## config.mk

```make
export PLATFORM = sky130hd
export DESIGN_NAME = char_lcd_command_sequencer_unit_flat
export DESIGN_NICKNAME = d
export VERILOG_FILES = /design/src/rtl/clcd_pkg.sv /design/src/rtl/clcd_if.sv /design/src/rtl/clcd_ctrl.sv /design/src/rtl/clcd_dp.sv /design/src/rtl/char_lcd_command_sequencer_unit.sv /design/src/flat_wrapper.sv
export SDC_FILE = /design/constraint.sdc
export NUM_CORES = 1
export LEC_CHECK = 0
export ABC_CLOCK_PERIOD_IN_PS = 2140
export CAP_MARGIN = 30
export CORE_ASPECT_RATIO = 0.9
export CORE_MARGIN = 10
export CORE_UTILIZATION = 45
export DETAILED_ROUTE_END_ITERATION = 8
export DONT_BUFFER_PORTS = 1
export GPL_ROUTABILITY_DRIVEN = 0
export PLACE_DENSITY_LB_ADDON = 0.2
export SYNTH_ARGS = -nofsm -noshare
export SYNTH_HDL_FRONTEND = slang
export SYNTH_SLANG_ARGS = --single-unit
```

## constraint.sdc

```tcl
create_clock -name clock -period 2.14 [get_ports clock]
set_input_delay 0.214 -clock clock [delete_from_list [all_inputs] [get_ports clock]]
set_output_delay 0.214 -clock clock [all_outputs]
set_load 0.02 [all_outputs]
```

## src/rtl/clcd_pkg.sv

```systemverilog
package clcd_pkg;

   // Request codes
   typedef enum logic [2:0] {
      FUNC_WRITE_CHAR = 3'd0,
      FUNC_CLEAR      = 3'd1,
      FUNC_HOME       = 3'd2,
      FUNC_GOTO       = 3'd3,
      FUNC_SHIFT_FWD  = 3'd4,
      FUNC_SHIFT_BACK = 3'd5,
      FUNC_INIT       = 3'd6,
      FUNC_RESERVED   = 3'd7
   } func_type;

   typedef enum logic {
      ST_IDLE,
      ST_EMIT
   } state_type;

   // Controller -> datapath
   typedef struct packed {
      logic load;   // capture request word
      logic step;   // produce one result word
   } ctrl_cmd_type;

   // Datapath -> controller
   typedef struct packed {
      logic req_empty;    // incoming request yields no words
      logic out_free;     // output register can take a word this cycle
      logic last_result;  // word about to be produced is the final one
   } dp_stat_type;

   localparam logic [7:0] CMD_CLEAR      = 8'h01;
   localparam logic [7:0] CMD_HOME       = 8'h02;
   localparam logic [7:0] CMD_SHIFT_FWD  = 8'h14;
   localparam logic [7:0] CMD_SHIFT_BACK = 8'h10;
   localparam int unsigned InitLen       = 5;

   // Expander low-nibble flag bits
   localparam logic [3:0] XP_DATA_EN  = 4'hD;
   localparam logic [3:0] XP_DATA     = 4'h9;
   localparam logic [3:0] XP_CMD_EN   = 4'h4;
   localparam logic [3:0] XP_CMD      = 4'h0;
   localparam logic [3:0] XP_CMD_BL   = 4'h8;

   function automatic logic [7:0] row_base(input logic [1:0] row);
      logic [7:0] base;
      case (row)
         2'd0:    base = 8'h80;
         2'd1:    base = 8'hC0;
         2'd2:    base = 8'h94;
         default: base = 8'hD4;
      endcase
      return base;
   endfunction

   function automatic logic [7:0] init_byte(input logic [2:0] idx);
      logic [7:0] b;
      case (idx)
         3'd0:    b = 8'h02;
         3'd1:    b = 8'h28;
         3'd2:    b = 8'h06;
         3'd3:    b = 8'h0C;
         3'd4:    b = 8'h01;
         default: b = 8'h00;
      endcase
      return b;
   endfunction

endpackage

```

## src/rtl/clcd_if.sv

```systemverilog
interface clcd_req_if;
   logic       valid;
   logic       ready;
   logic [2:0] func;
   logic [7:0] char_code;
   logic [7:0] column;
   logic [1:0] row;
   logic [7:0] repeat_count;

   modport source (output valid, func, char_code, column, row, repeat_count,
                   input ready);
   modport sink   (input valid, func, char_code, column, row, repeat_count,
                   output ready);
endinterface

interface clcd_rsp_if;
   logic       valid;
   logic       ready;
   logic       reg_select;
   logic [3:0] nibble;
   logic [7:0] frame_a;
   logic [7:0] frame_b;
   logic [7:0] frame_c;
   logic [7:0] frame_d;
   logic       wait_after;
   logic       last;

   modport source (output valid, reg_select, nibble, frame_a, frame_b, frame_c,
                   frame_d, wait_after, last, input ready);
   modport sink   (input valid, reg_select, nibble, frame_a, frame_b, frame_c,
                   frame_d, wait_after, last, output ready);
endinterface

```

## src/rtl/clcd_ctrl.sv

```systemverilog
module clcd_ctrl
   import clcd_pkg::*;
(
   input  logic         clock,
   input  logic         reset,
   input  logic         req_valid,
   output logic         req_ready,
   input  dp_stat_type  stat,
   output ctrl_cmd_type cmd
);

   state_type state_ff;
   state_type state_in;

   always_comb begin
      state_in = state_ff;
      case (state_ff)
         ST_IDLE: begin
            if (req_valid && !stat.req_empty) begin
               state_in = ST_EMIT;
            end
         end
         ST_EMIT: begin
            if (stat.out_free && stat.last_result) begin
               state_in = ST_IDLE;
            end
         end
         default: state_in = ST_IDLE;
      endcase
   end

   always_comb begin
      req_ready = 1'b0;
      cmd       = '0;
      case (state_ff)
         ST_IDLE: begin
            req_ready = 1'b1;
            cmd.load  = req_valid;
         end
         ST_EMIT: begin
            cmd.step = stat.out_free;
         end
         default: ;
      endcase
   end

   always_ff @(posedge clock) begin
      if (reset) begin
         state_ff <= ST_IDLE;
      end else begin
         state_ff <= state_in;
      end
   end

endmodule

```

## src/rtl/clcd_dp.sv

```systemverilog
module clcd_dp
   import clcd_pkg::*;
#(
   parameter int MAX_SHIFT = 32
)
(
   input  logic         clock,
   input  logic         reset,
   input  logic         csr_wr_en,
   input  logic         csr_wr_data,
   input  logic [2:0]   func,
   input  logic [7:0]   char_code,
   input  logic [7:0]   column,
   input  logic [1:0]   row,
   input  logic [7:0]   repeat_count,
   input  ctrl_cmd_type cmd,
   output dp_stat_type  stat,
   input  logic         rsp_ready,
   output logic         rsp_valid,
   output logic         rsp_reg_select,
   output logic [3:0]   rsp_nibble,
   output logic [7:0]   rsp_frame_a,
   output logic [7:0]   rsp_frame_b,
   output logic [7:0]   rsp_frame_c,
   output logic [7:0]   rsp_frame_d,
   output logic         rsp_wait_after,
   output logic         rsp_last
);

   localparam int CntMax = (MAX_SHIFT > InitLen) ? MAX_SHIFT : InitLen;
   localparam int CntW   = $clog2(CntMax + 1);

   // interface mode: 0 parallel nibbles, 1 expander frames
   logic            mode_ff;

   // request being worked
   func_type        func_ff,  func_in;
   logic [7:0]      chr_ff,   chr_in;
   logic [7:0]      goto_ff,  goto_in;
   logic [CntW-1:0] cnt_ff,   cnt_in;    // bytes left, current included
   logic [2:0]      idx_ff,   idx_in;    // init table position
   logic            half_ff,  half_in;   // low nibble next (parallel)

   // output register
   logic            vld_ff,   vld_in;
   logic            rs_ff;
   logic [3:0]      nib_ff;
   logic [7:0]      fa_ff, fb_ff, fc_ff, fd_ff;
   logic            wt_ff;
   logic            last_ff;

   logic [CntW-1:0] sat_cnt;
   logic [CntW-1:0] load_cnt;
   logic [7:0]      cur_byte;
   logic [3:0]      hi, lo;
   logic            is_data;
   logic            long_wait;
   logic            nib_last;

   logic            rs_w;
   logic [3:0]      nib_w;
   logic [7:0]      fa_w, fb_w, fc_w, fd_w;
   logic            wt_w;

   always_ff @(posedge clock) begin
      if (reset) begin
         mode_ff <= 1'b0;
      end else if (csr_wr_en) begin
         mode_ff <= csr_wr_data;
      end
   end

   // saturated shift count and byte count per request
   always_comb begin
      if (repeat_count > 8'(MAX_SHIFT)) begin
         sat_cnt = CntW'(MAX_SHIFT);
      end else begin
         sat_cnt = CntW'(repeat_count);
      end
      case (func_type'(func))
         FUNC_WRITE_CHAR, FUNC_CLEAR, FUNC_HOME, FUNC_GOTO: load_cnt = CntW'(1);
         FUNC_SHIFT_FWD, FUNC_SHIFT_BACK:                   load_cnt = sat_cnt;
         FUNC_INIT:                                         load_cnt = CntW'(InitLen);
         default:                                           load_cnt = '0;
      endcase
   end

   assign stat.req_empty = (load_cnt == '0);

   // current byte and its attributes
   always_comb begin
      is_data   = 1'b0;
      long_wait = 1'b0;
      case (func_ff)
         FUNC_WRITE_CHAR: begin
            cur_byte = chr_ff;
            is_data  = 1'b1;
         end
         FUNC_CLEAR: begin
            cur_byte  = CMD_CLEAR;
            long_wait = 1'b1;
         end
         FUNC_HOME: begin
            cur_byte  = CMD_HOME;
            long_wait = 1'b1;
         end
         FUNC_GOTO:       cur_byte = goto_ff;
         FUNC_SHIFT_FWD:  cur_byte = CMD_SHIFT_FWD;
         FUNC_SHIFT_BACK: cur_byte = CMD_SHIFT_BACK;
         FUNC_INIT: begin
            cur_byte  = init_byte(idx_ff);
            long_wait = 1'b1;
         end
         default:         cur_byte = 8'h00;
      endcase
      hi = cur_byte[7:4];
      lo = cur_byte[3:0];
   end

   // format one result word
   always_comb begin
      rs_w  = is_data;
      nib_w = 4'h0;
      fa_w  = 8'h00;
      fb_w  = 8'h00;
      fc_w  = 8'h00;
      fd_w  = 8'h00;
      wt_w  = long_wait;
      if (mode_ff) begin
         if (is_data) begin
            fa_w = {hi, XP_DATA_EN};
            fb_w = {hi, XP_DATA};
            fc_w = {lo, XP_DATA_EN};
            fd_w = {lo, XP_DATA};
         end else begin
            fa_w = {hi, XP_CMD_EN};
            fb_w = {hi, XP_CMD};
            fc_w = {lo, XP_CMD_EN};
            fd_w = {lo, XP_CMD_BL};
         end
      end else begin
         nib_w = half_ff ? lo : hi;
         wt_w  = long_wait & half_ff;
      end
   end

   assign nib_last         = mode_ff || half_ff;
   assign stat.last_result = (cnt_ff == CntW'(1)) && nib_last;
   assign stat.out_free    = !vld_ff || rsp_ready;

   // work registers
   always_comb begin
      func_in = func_ff;
      chr_in  = chr_ff;
      goto_in = goto_ff;
      cnt_in  = cnt_ff;
      idx_in  = idx_ff;
      half_in = half_ff;
      if (cmd.load) begin
         func_in = func_type'(func);
         chr_in  = char_code;
         goto_in = row_base(row) + column;
         cnt_in  = load_cnt;
         idx_in  = 3'd0;
         half_in = 1'b0;
      end else if (cmd.step) begin
         if (nib_last) begin
            half_in = 1'b0;
            cnt_in  = cnt_ff - CntW'(1);
            idx_in  = idx_ff + 3'd1;
         end else begin
            half_in = 1'b1;
         end
      end
   end

   always_ff @(posedge clock) begin
      func_ff <= func_in;
      chr_ff  <= chr_in;
      goto_ff <= goto_in;
      cnt_ff  <= cnt_in;
      idx_ff  <= idx_in;
      half_ff <= half_in;
   end

   always_comb begin
      vld_in = vld_ff;
      if (cmd.step) begin
         vld_in = 1'b1;
      end else if (rsp_ready) begin
         vld_in = 1'b0;
      end
   end

   always_ff @(posedge clock) begin
      if (reset) begin
         vld_ff <= 1'b0;
      end else begin
         vld_ff <= vld_in;
      end
   end

   always_ff @(posedge clock) begin
      if (cmd.step) begin
         rs_ff   <= rs_w;
         nib_ff  <= nib_w;
         fa_ff   <= fa_w;
         fb_ff   <= fb_w;
         fc_ff   <= fc_w;
         fd_ff   <= fd_w;
         wt_ff   <= wt_w;
         last_ff <= stat.last_result;
      end
   end

   assign rsp_valid      = vld_ff;
   assign rsp_reg_select = rs_ff;
   assign rsp_nibble     = nib_ff;
   assign rsp_frame_a    = fa_ff;
   assign rsp_frame_b    = fb_ff;
   assign rsp_frame_c    = fc_ff;
   assign rsp_frame_d    = fd_ff;
   assign rsp_wait_after = wt_ff;
   assign rsp_last       = last_ff;

endmodule

```

## src/rtl/char_lcd_command_sequencer_unit.sv

```systemverilog
// Channel   Dir   Handshake        Word
// req_bus   in    valid / ready    func, char_code, column, row, repeat_count
// rsp_bus   out   valid / ready    reg_select, nibble, frame_a..d, wait_after, last
// csr_*     in    csr_wr_en        csr_wr_data = interface_mode
//
// A request is taken in the idle state, then its words leave one per cycle from
// the output register while the rsp side is not stalled (a shift of 32 in
// parallel mode gives 64 words). A request with no words leaves the sequencer idle.
// Rate is set by the sequencer's one-word-per-cycle emit loop.
// Reset (synchronous) returns to idle, drops rsp valid and selects parallel mode.
// A stalled rsp side holds the current word and pauses the sequencer.
module char_lcd_command_sequencer_unit
   import clcd_pkg::*;
#(
   parameter int MAX_SHIFT = 32   // 1..32
)
(
   input logic        clock,
   input logic        reset,
   clcd_req_if.sink   req_bus,
   clcd_rsp_if.source rsp_bus,
   input logic        csr_wr_en,
   input logic        csr_wr_data
);

   ctrl_cmd_type cmd;
   dp_stat_type  stat;
   logic         req_ready;

   // controller: idle/emit sequencing only
   clcd_ctrl u_ctrl (
      .clock     (clock),
      .reset     (reset),
      .req_valid (req_bus.valid),
      .req_ready (req_ready),
      .stat      (stat),
      .cmd       (cmd)
   );

   assign req_bus.ready = req_ready;

   // datapath: request capture, byte select, nibble/frame formatting, out reg
   clcd_dp #(
      .MAX_SHIFT (MAX_SHIFT)
   ) u_dp (
      .clock          (clock),
      .reset          (reset),
      .csr_wr_en      (csr_wr_en),
      .csr_wr_data    (csr_wr_data),
      .func           (req_bus.func),
      .char_code      (req_bus.char_code),
      .column         (req_bus.column),
      .row            (req_bus.row),
      .repeat_count   (req_bus.repeat_count),
      .cmd            (cmd),
      .stat           (stat),
      .rsp_ready      (rsp_bus.ready),
      .rsp_valid      (rsp_bus.valid),
      .rsp_reg_select (rsp_bus.reg_select),
      .rsp_nibble     (rsp_bus.nibble),
      .rsp_frame_a    (rsp_bus.frame_a),
      .rsp_frame_b    (rsp_bus.frame_b),
      .rsp_frame_c    (rsp_bus.frame_c),
      .rsp_frame_d    (rsp_bus.frame_d),
      .rsp_wait_after (rsp_bus.wait_after),
      .rsp_last       (rsp_bus.last)
   );

`ifndef NO_ASSERTIONS
   // no new request while words of the current one are being produced
   a_no_accept_in_emit: assert property (@(posedge clock) disable iff (reset)
      cmd.step |-> !req_bus.ready)
      else $error("request accepted during emit");

   // final word produced: sequencer is back for the next request
   a_idle_after_last: assert property (@(posedge clock) disable iff (reset)
      (cmd.step && stat.last_result) |=> req_bus.ready)
      else $error("not idle after last word");

   // a request with no words never leaves idle
   a_empty_stays_idle: assert property (@(posedge clock) disable iff (reset)
      (req_bus.valid && req_bus.ready && stat.req_empty) |=> req_bus.ready)
      else $error("empty request started emit");

   // a parallel nibble word carries no expander frames
   a_nibble_no_frames: assert property (@(posedge clock) disable iff (reset)
      (rsp_bus.valid && rsp_bus.nibble != 4'h0) |->
         (rsp_bus.frame_a == 8'h00 && rsp_bus.frame_d == 8'h00))
      else $error("nibble and frames both set");
`endif

endmodule
```

## src/flat_wrapper.sv

```systemverilog
// flat-port wrapper written by rule: the top's interface ports become plain ports
module char_lcd_command_sequencer_unit_flat import clcd_pkg::*;
#(
   parameter int MAX_SHIFT = 32           
)
  (clock, reset, csr_wr_en, csr_wr_data, req_bus_valid, req_bus_func, req_bus_char_code, req_bus_column, req_bus_row, req_bus_repeat_count, req_bus_ready, rsp_bus_valid, rsp_bus_reg_select, rsp_bus_nibble, rsp_bus_frame_a, rsp_bus_frame_b, rsp_bus_frame_c, rsp_bus_frame_d, rsp_bus_wait_after, rsp_bus_last, rsp_bus_ready);
  clcd_req_if req_bus_i ();
  clcd_rsp_if rsp_bus_i ();
  input logic clock;
  input logic reset;
  input logic csr_wr_en;
  input logic csr_wr_data;
  input wire logic [$bits(req_bus_i.valid)-1:0] req_bus_valid;
  input wire logic [$bits(req_bus_i.func)-1:0] req_bus_func;
  input wire logic [$bits(req_bus_i.char_code)-1:0] req_bus_char_code;
  input wire logic [$bits(req_bus_i.column)-1:0] req_bus_column;
  input wire logic [$bits(req_bus_i.row)-1:0] req_bus_row;
  input wire logic [$bits(req_bus_i.repeat_count)-1:0] req_bus_repeat_count;
  output wire logic [$bits(req_bus_i.ready)-1:0] req_bus_ready;
  output wire logic [$bits(rsp_bus_i.valid)-1:0] rsp_bus_valid;
  output wire logic [$bits(rsp_bus_i.reg_select)-1:0] rsp_bus_reg_select;
  output wire logic [$bits(rsp_bus_i.nibble)-1:0] rsp_bus_nibble;
  output wire logic [$bits(rsp_bus_i.frame_a)-1:0] rsp_bus_frame_a;
  output wire logic [$bits(rsp_bus_i.frame_b)-1:0] rsp_bus_frame_b;
  output wire logic [$bits(rsp_bus_i.frame_c)-1:0] rsp_bus_frame_c;
  output wire logic [$bits(rsp_bus_i.frame_d)-1:0] rsp_bus_frame_d;
  output wire logic [$bits(rsp_bus_i.wait_after)-1:0] rsp_bus_wait_after;
  output wire logic [$bits(rsp_bus_i.last)-1:0] rsp_bus_last;
  input wire logic [$bits(rsp_bus_i.ready)-1:0] rsp_bus_ready;
  assign req_bus_i.valid = req_bus_valid;
  assign req_bus_i.func = req_bus_func;
  assign req_bus_i.char_code = req_bus_char_code;
  assign req_bus_i.column = req_bus_column;
  assign req_bus_i.row = req_bus_row;
  assign req_bus_i.repeat_count = req_bus_repeat_count;
  assign req_bus_ready = req_bus_i.ready;
  assign rsp_bus_valid = rsp_bus_i.valid;
  assign rsp_bus_reg_select = rsp_bus_i.reg_select;
  assign rsp_bus_nibble = rsp_bus_i.nibble;
  assign rsp_bus_frame_a = rsp_bus_i.frame_a;
  assign rsp_bus_frame_b = rsp_bus_i.frame_b;
  assign rsp_bus_frame_c = rsp_bus_i.frame_c;
  assign rsp_bus_frame_d = rsp_bus_i.frame_d;
  assign rsp_bus_wait_after = rsp_bus_i.wait_after;
  assign rsp_bus_last = rsp_bus_i.last;
  assign rsp_bus_i.ready = rsp_bus_ready;
  char_lcd_command_sequencer_unit #(.MAX_SHIFT(MAX_SHIFT)) u_core (.clock(clock), .reset(reset), .req_bus(req_bus_i), .rsp_bus(rsp_bus_i), .csr_wr_en(csr_wr_en), .csr_wr_data(csr_wr_data));
endmodule
```

-- Word-level counts from Yosys, hierarchy flattened
Cells that the tools add are included.
- bits in registers: 71
- bits of input ports: 35
- output and inout bits: 41
- logic and storage cells: 88
- add/subtract/negate cells: 3
- order comparisons: 1
- eq/ne operators: 19
- mux-type cells: 26
- bitwise logic cells: 2
- reductions and logical operators: 20
- operators by type and width (kind ; count):
    $pmux W8 S7 ; 1
    $pmux W6 S5 ; 1
    $mux W6 ; 4
    $eq A3 B3 Y1 const B ; 7
    $pmux W7 S3 ; 1
    $eq A3 B2 Y1 const B ; 6
    $pmux W6 S3 ; 1
    $mux W4 ; 4
    $mux W1 ; 12
    $eq A3 B1 Y1 const B ; 3
    $logic_not A3 Y1 ; 3
    $add A8 B8 Y8 ; 1
    $gt A8 B6 Y1 const B ; 1
    $mux W8 ; 1
    $eq A6 B1 Y1 const B ; 1
    $logic_not A6 Y1 ; 1
    $reduce_bool A2 Y1 ; 3
    $sub A6 B1 Y6 const B ; 1
    $reduce_and A2 Y1 ; 2
    $reduce_or A4 Y1 ; 1
    $add A3 B1 Y3 const B ; 1
    $logic_and A1 B1 Y1 ; 3
    $reduce_or A3 Y1 ; 1
    $eq A2 B1 Y1 const B ; 1
    8 further kinds ; 10

-- Longest topological paths before layout
- word-level depth: 8
- mapped depth: 6
- gate-level depth less buffers: 6

-- Hierarchy
From an unflattened synthesis, not the netlist that was laid out.
- cells, all modules: 216
- area, all modules: 2526.2 um^2
- by module, submodules not included (module ; instances ; cells an instance ; area an instance (um^2) ; sequential area each (um^2)):
    clcd_dp ; 1 ; 209 ; 2462.4 ; 1381.3
    clcd_ctrl ; 1 ; 7 ; 63.8 ; 20.0

-- Worst setup path after synthesis
OpenSTA, ideal clock, no wires.
- path kind: register to register
- start: register u_core.u_ctrl.state_ff
- end: register u_core.u_dp.cnt_ff[1] (data pin)
- library setup time: 0.294 ns
- arrival: 1.414 ns
- data required time: 1.846 ns
- slack: 0.433 ns
- cell stages (with the launch flop): 5
- buffers on the path: 1
- cells stage by stage: dfxtp_1 -> nand2b_4 -> inv_1 -> clkbuf_1 -> o22ai_1
- RTL lines (element ; RTL line ; source):
    from (decl) ; clcd_ctrl.sv:12 ; state_type state_ff;
    from (signal assigned) ; clcd_ctrl.sv:51 ; state_ff <= state_in;
    to (signal assigned) ; clcd_dp.sv:181 ; cnt_ff <= cnt_in;
    to (decl) ; clcd_dp.sv:40 ; logic [CntW-1:0] cnt_ff, cnt_in;

-- Worst setup path after layout
- start: register u_core.u_dp.func_ff[0]
- end: register u_core.u_dp.nib_ff[2], in the netlist u_core.u_dp.rsp_nibble[2] (data pin)
- cells in the longest elaborated chain, start to end: 3
- elaborated cells on any way between the ends: 9
- ends and longest elaborated chain (element ; RTL line ; source):
    from (decl) ; clcd_dp.sv:37 ; func_type func_ff, func_in;
    from (signal assigned) ; clcd_dp.sv:178 ; func_ff <= func_in;
    $eq A3 B3 Y1 (tied with other cells) ; clcd_dp.sv:94 ; case (func_ff)
    $pmux W8 S7 * ; clcd_dp.sv:94 ;
    $mux W4 * ; clcd_dp.sv:142 ; nib_w = half_ff ? lo : hi;
    to (signal assigned) ; clcd_dp.sv:206 ; nib_ff <= nib_w;
    to (decl) ; clcd_dp.sv:47 ; logic [3:0] nib_ff;
Every way passes the cells marked *; elsewhere a longest branch is shown, timed or not.
A chain may end at the register's enable or synchronous reset.

==> qor.yml <==
multiInputGateArea_um2: 879.6
fill_cells: 499
cts.sinks: 49
yosys.area_share.simple_pct: 13.05
ys_types: 43
fin_cells: 286
synth_compound_area_share_pct: 11.65
tritoncts: "done"
dieWidth_um: 98.76
path_clk_slew_ps: 80
maxCapViolCount: 0
h-tree-depth: 2
io_buffers: 0
grt.total_usage_pct: 10.77
postCtsSetupRepairBufs: 0
yosys_most_used_dff: "edfxtp_1"
crit_path_max_fanout: 11
wl_per_cell_um: 16.86
grt_pass1_vias: 1487
rows: 25
outcome: "finished clean"
antenna_found_initial: 0
synth.cell_area_um2: 2512
max-vdd-ir-drop_v: 0.0003415
combPwrFrac_pct: 14.3
cp-start-kind: "flop"
crit_type: "flop to flop"
netlist_instances: 217
start_util_pct: 47.25
place_inst: 264
drive_gt1_share_pct: 7.306
io_pins: 76
avgSynthCellArea_um2: 11.58
drtIter0Drc: 70
firstDrtPassIters: 4
synth-adder-area-share_pct: 5.478
die_y_um: 90.89
post_drt_via_cell_ratio: 5.280
fin_nets: 264
clockBufferDepth: 2
grt_max_degree: 25
power_switching_uw: 565.9
numCtsBuffers: 5
yosysWarningCount: 0
diodes: 0
p_int_uw: 1497
async_reset_ff_share_pct: 0
setup_viol: 0
rsz0062_at_grt: "false"
synth.area.mux_share_pct: 0.7968
core_um2: 5318
die_area_um2: 8976
ys_ff_latch: 49
p_leak_uw: 0.0009812
register_area_um2: 1401
synth_edf_count: 42
yosys.area_share.xor_xnor_pct: 3.137
slew_headroom_pct: 63.48
period_share_pct: 81.85
min_path_type: "input pin to flop"
crit_path_end_kind: "flop"
grt_pass1_wl_um: 7810
fmax_mhz: 570.9
p_per_area_nw_per_um2: 771.7
fin_setup_tns_ps: 0
clock_skew_ps: 2.427
ys_seq_area_share_pct: 55.78
totalWireLength_um: 4822
synth_top_family_by_area: "simple AND/OR/NAND/NOR gates"
finalHoldViolations: 0
p_seq_share_pct: 60.7
swShare_pct: 27.43
root_buffer: "clkbuf_8"
grt.overflow.total: 0
clock_latency_ps: 300
maxSlewViolCount: 0
cts_resized: 0
critPathArrivalTime_ps: 1870
cp_data_required_time_ps: 2260
finalCriticalPeriod_ps: 1752
cts_hold_buf: 10
worstMarginPinSlew_ps: 548.9
drc_errors: 0
area_delta_synth_final_pct: 6.424
place_hpwl_um: 3804
routed-via-count: 1510
ant_nets: 0
clkPwrFrac_pct: 25.0
[cells in the final DEF (no fill, tap or decap), types with 7 or more instances in the layout]
| master | instances |
|---|---|
| a21oi_1 | 10 |
| and2_1 | 8 |
| dfxtp_1 | 7 |
| dlygate4sd3_1 | 14 |
| edfxtp_1 | 42 |
| ha_1 | 11 |
| inv_1 | 15 |
| nand2_1 | 9 |
| nor2_1 | 13 |
| xnor2_1 | 7 |
[final cells by class]
type,instances,share of cell area [%]
Tap cell,67,3.135
Sequential cell,49,52.41
Inverter,15,2.106
Multi-Input combinational cell,129,32.90
Timing Repair Buffer,18,6.364
Clock inverter,2,0.3744
Clock buffer,6,2.714
[critical path: stages, from the launching register on]
cell and delay (ps):
edfxtp_1 530, or3b_2 510, a21oi_1 230, nor2_1 70, a211oi_1 240
[state kept, by name, indices dropped and copies added, names as in the netlist]
name / flops
u_core.u_dp.chr_ff: 8
u_core.u_dp.goto_ff: 8
u_core.u_dp.cnt_ff: 6
u_core.u_dp.rsp_frame_d: 5
u_core.u_dp.rsp_frame_a: 4
u_core.u_dp.rsp_nibble: 4
u_core.u_dp.func_ff: 3
u_core.u_dp.idx_ff: 3
u_core.u_ctrl.state_ff: 1
u_core.u_dp.half_ff: 1
u_core.u_dp.mode_ff: 1
u_core.u_dp.rsp_frame_c: 1
u_core.u_dp.rsp_last: 1
u_core.u_dp.rsp_reg_select: 1
u_core.u_dp.rsp_valid: 1
u_core.u_dp.rsp_wait_after: 1
[power by group through the flow]
stage          clock, uW  combinational [uW]  sequential [uW]
6_report             515                 296             1250
5_1_grt              587                 332             1270
4_1_cts              533                 291             1250
3_5_place_dp           0                 272             1280
3_3_place_gp           0                 265             1270
2_1_floorplan          0                 277             1240
[metal layers]
layer / up-vias / share of wire, % / track usage, %
met5: - / 0 / 0
met4: 0 / 1.3 / 4.296
met3: 5 / 7.8 / 4.055
met2: 50 / 47 / 16.59
met1: 707 / 44 / 13.16
li1: 748 / - / -
[logic make-up (layout without fill, tap and decap cells)]
kind of cell / Yosys count / count (layout)
XOR/XNOR: 9 / 9
buffers and inverters: 44 / 41
multiplexers: 2 / 2
flip-flops: 49 / 49
AO/OA/AOI/OAI: 42 / 42
adder cells (fa/ha/maj): 11 / 11
other: 1 / 6
AND/OR/NAND/NOR: 59 / 59
[worst paths after layout]
path | start | endpoint | slack, ps | cells past startpoint
worst max-delay path | u_core.u_dp.func_ff[0] | u_core.u_dp.rsp_nibble[2] | 390 | 4
worst min-delay path | csr_wr_data | u_core.u_dp.mode_ff | 80 | 2
worst max register to register | u_core.u_dp.func_ff[0] | u_core.u_dp.rsp_nibble[2] | 390 | 4
worst min register to register | u_core.u_dp.idx_ff[2] | u_core.u_dp.idx_ff[2] | 570 | 2
[stage by stage]
| step | instance area, um2 | hold WS [ps] | total power (uW) | setup slack [ps] | util [%] |
|---|---|---|---|---|---|
| final | 2674 | 82.84 | 2063 | 388.4 | 50.28 |
| after global routing | 2674 | 77.77 | 2184 | 320.2 | 50.28 |
| after CTS | 2634 | 0.09652 | 2080 | 393.8 | 49.53 |
| after detailed placement | 2451 | 286.3 | 1550 | 422.1 | 46.09 |
| after global placement | 2451 | 284.0 | 1538 | 520.9 | 46.09 |
| after floorplan | 2531 | 283.1 | 1514 | 432.7 | - |
[Yosys cell counts, types with 6 or more instances]
library cell	n	share of area, %
a21oi_1	10	2.0
and2_1	8	2.0
buf_4	22	6.6
dfxtp_1	7	5.6
edfxtp_1	42	50
ha_1	11	5.5
inv_1	15	2.2
nand2_1	9	1.3
nor2_1	13	1.9
nor2b_1	6	1.5
o22ai_1	6	1.5
xnor2_1	7	2.4
(Power assumes the default switching activity.)
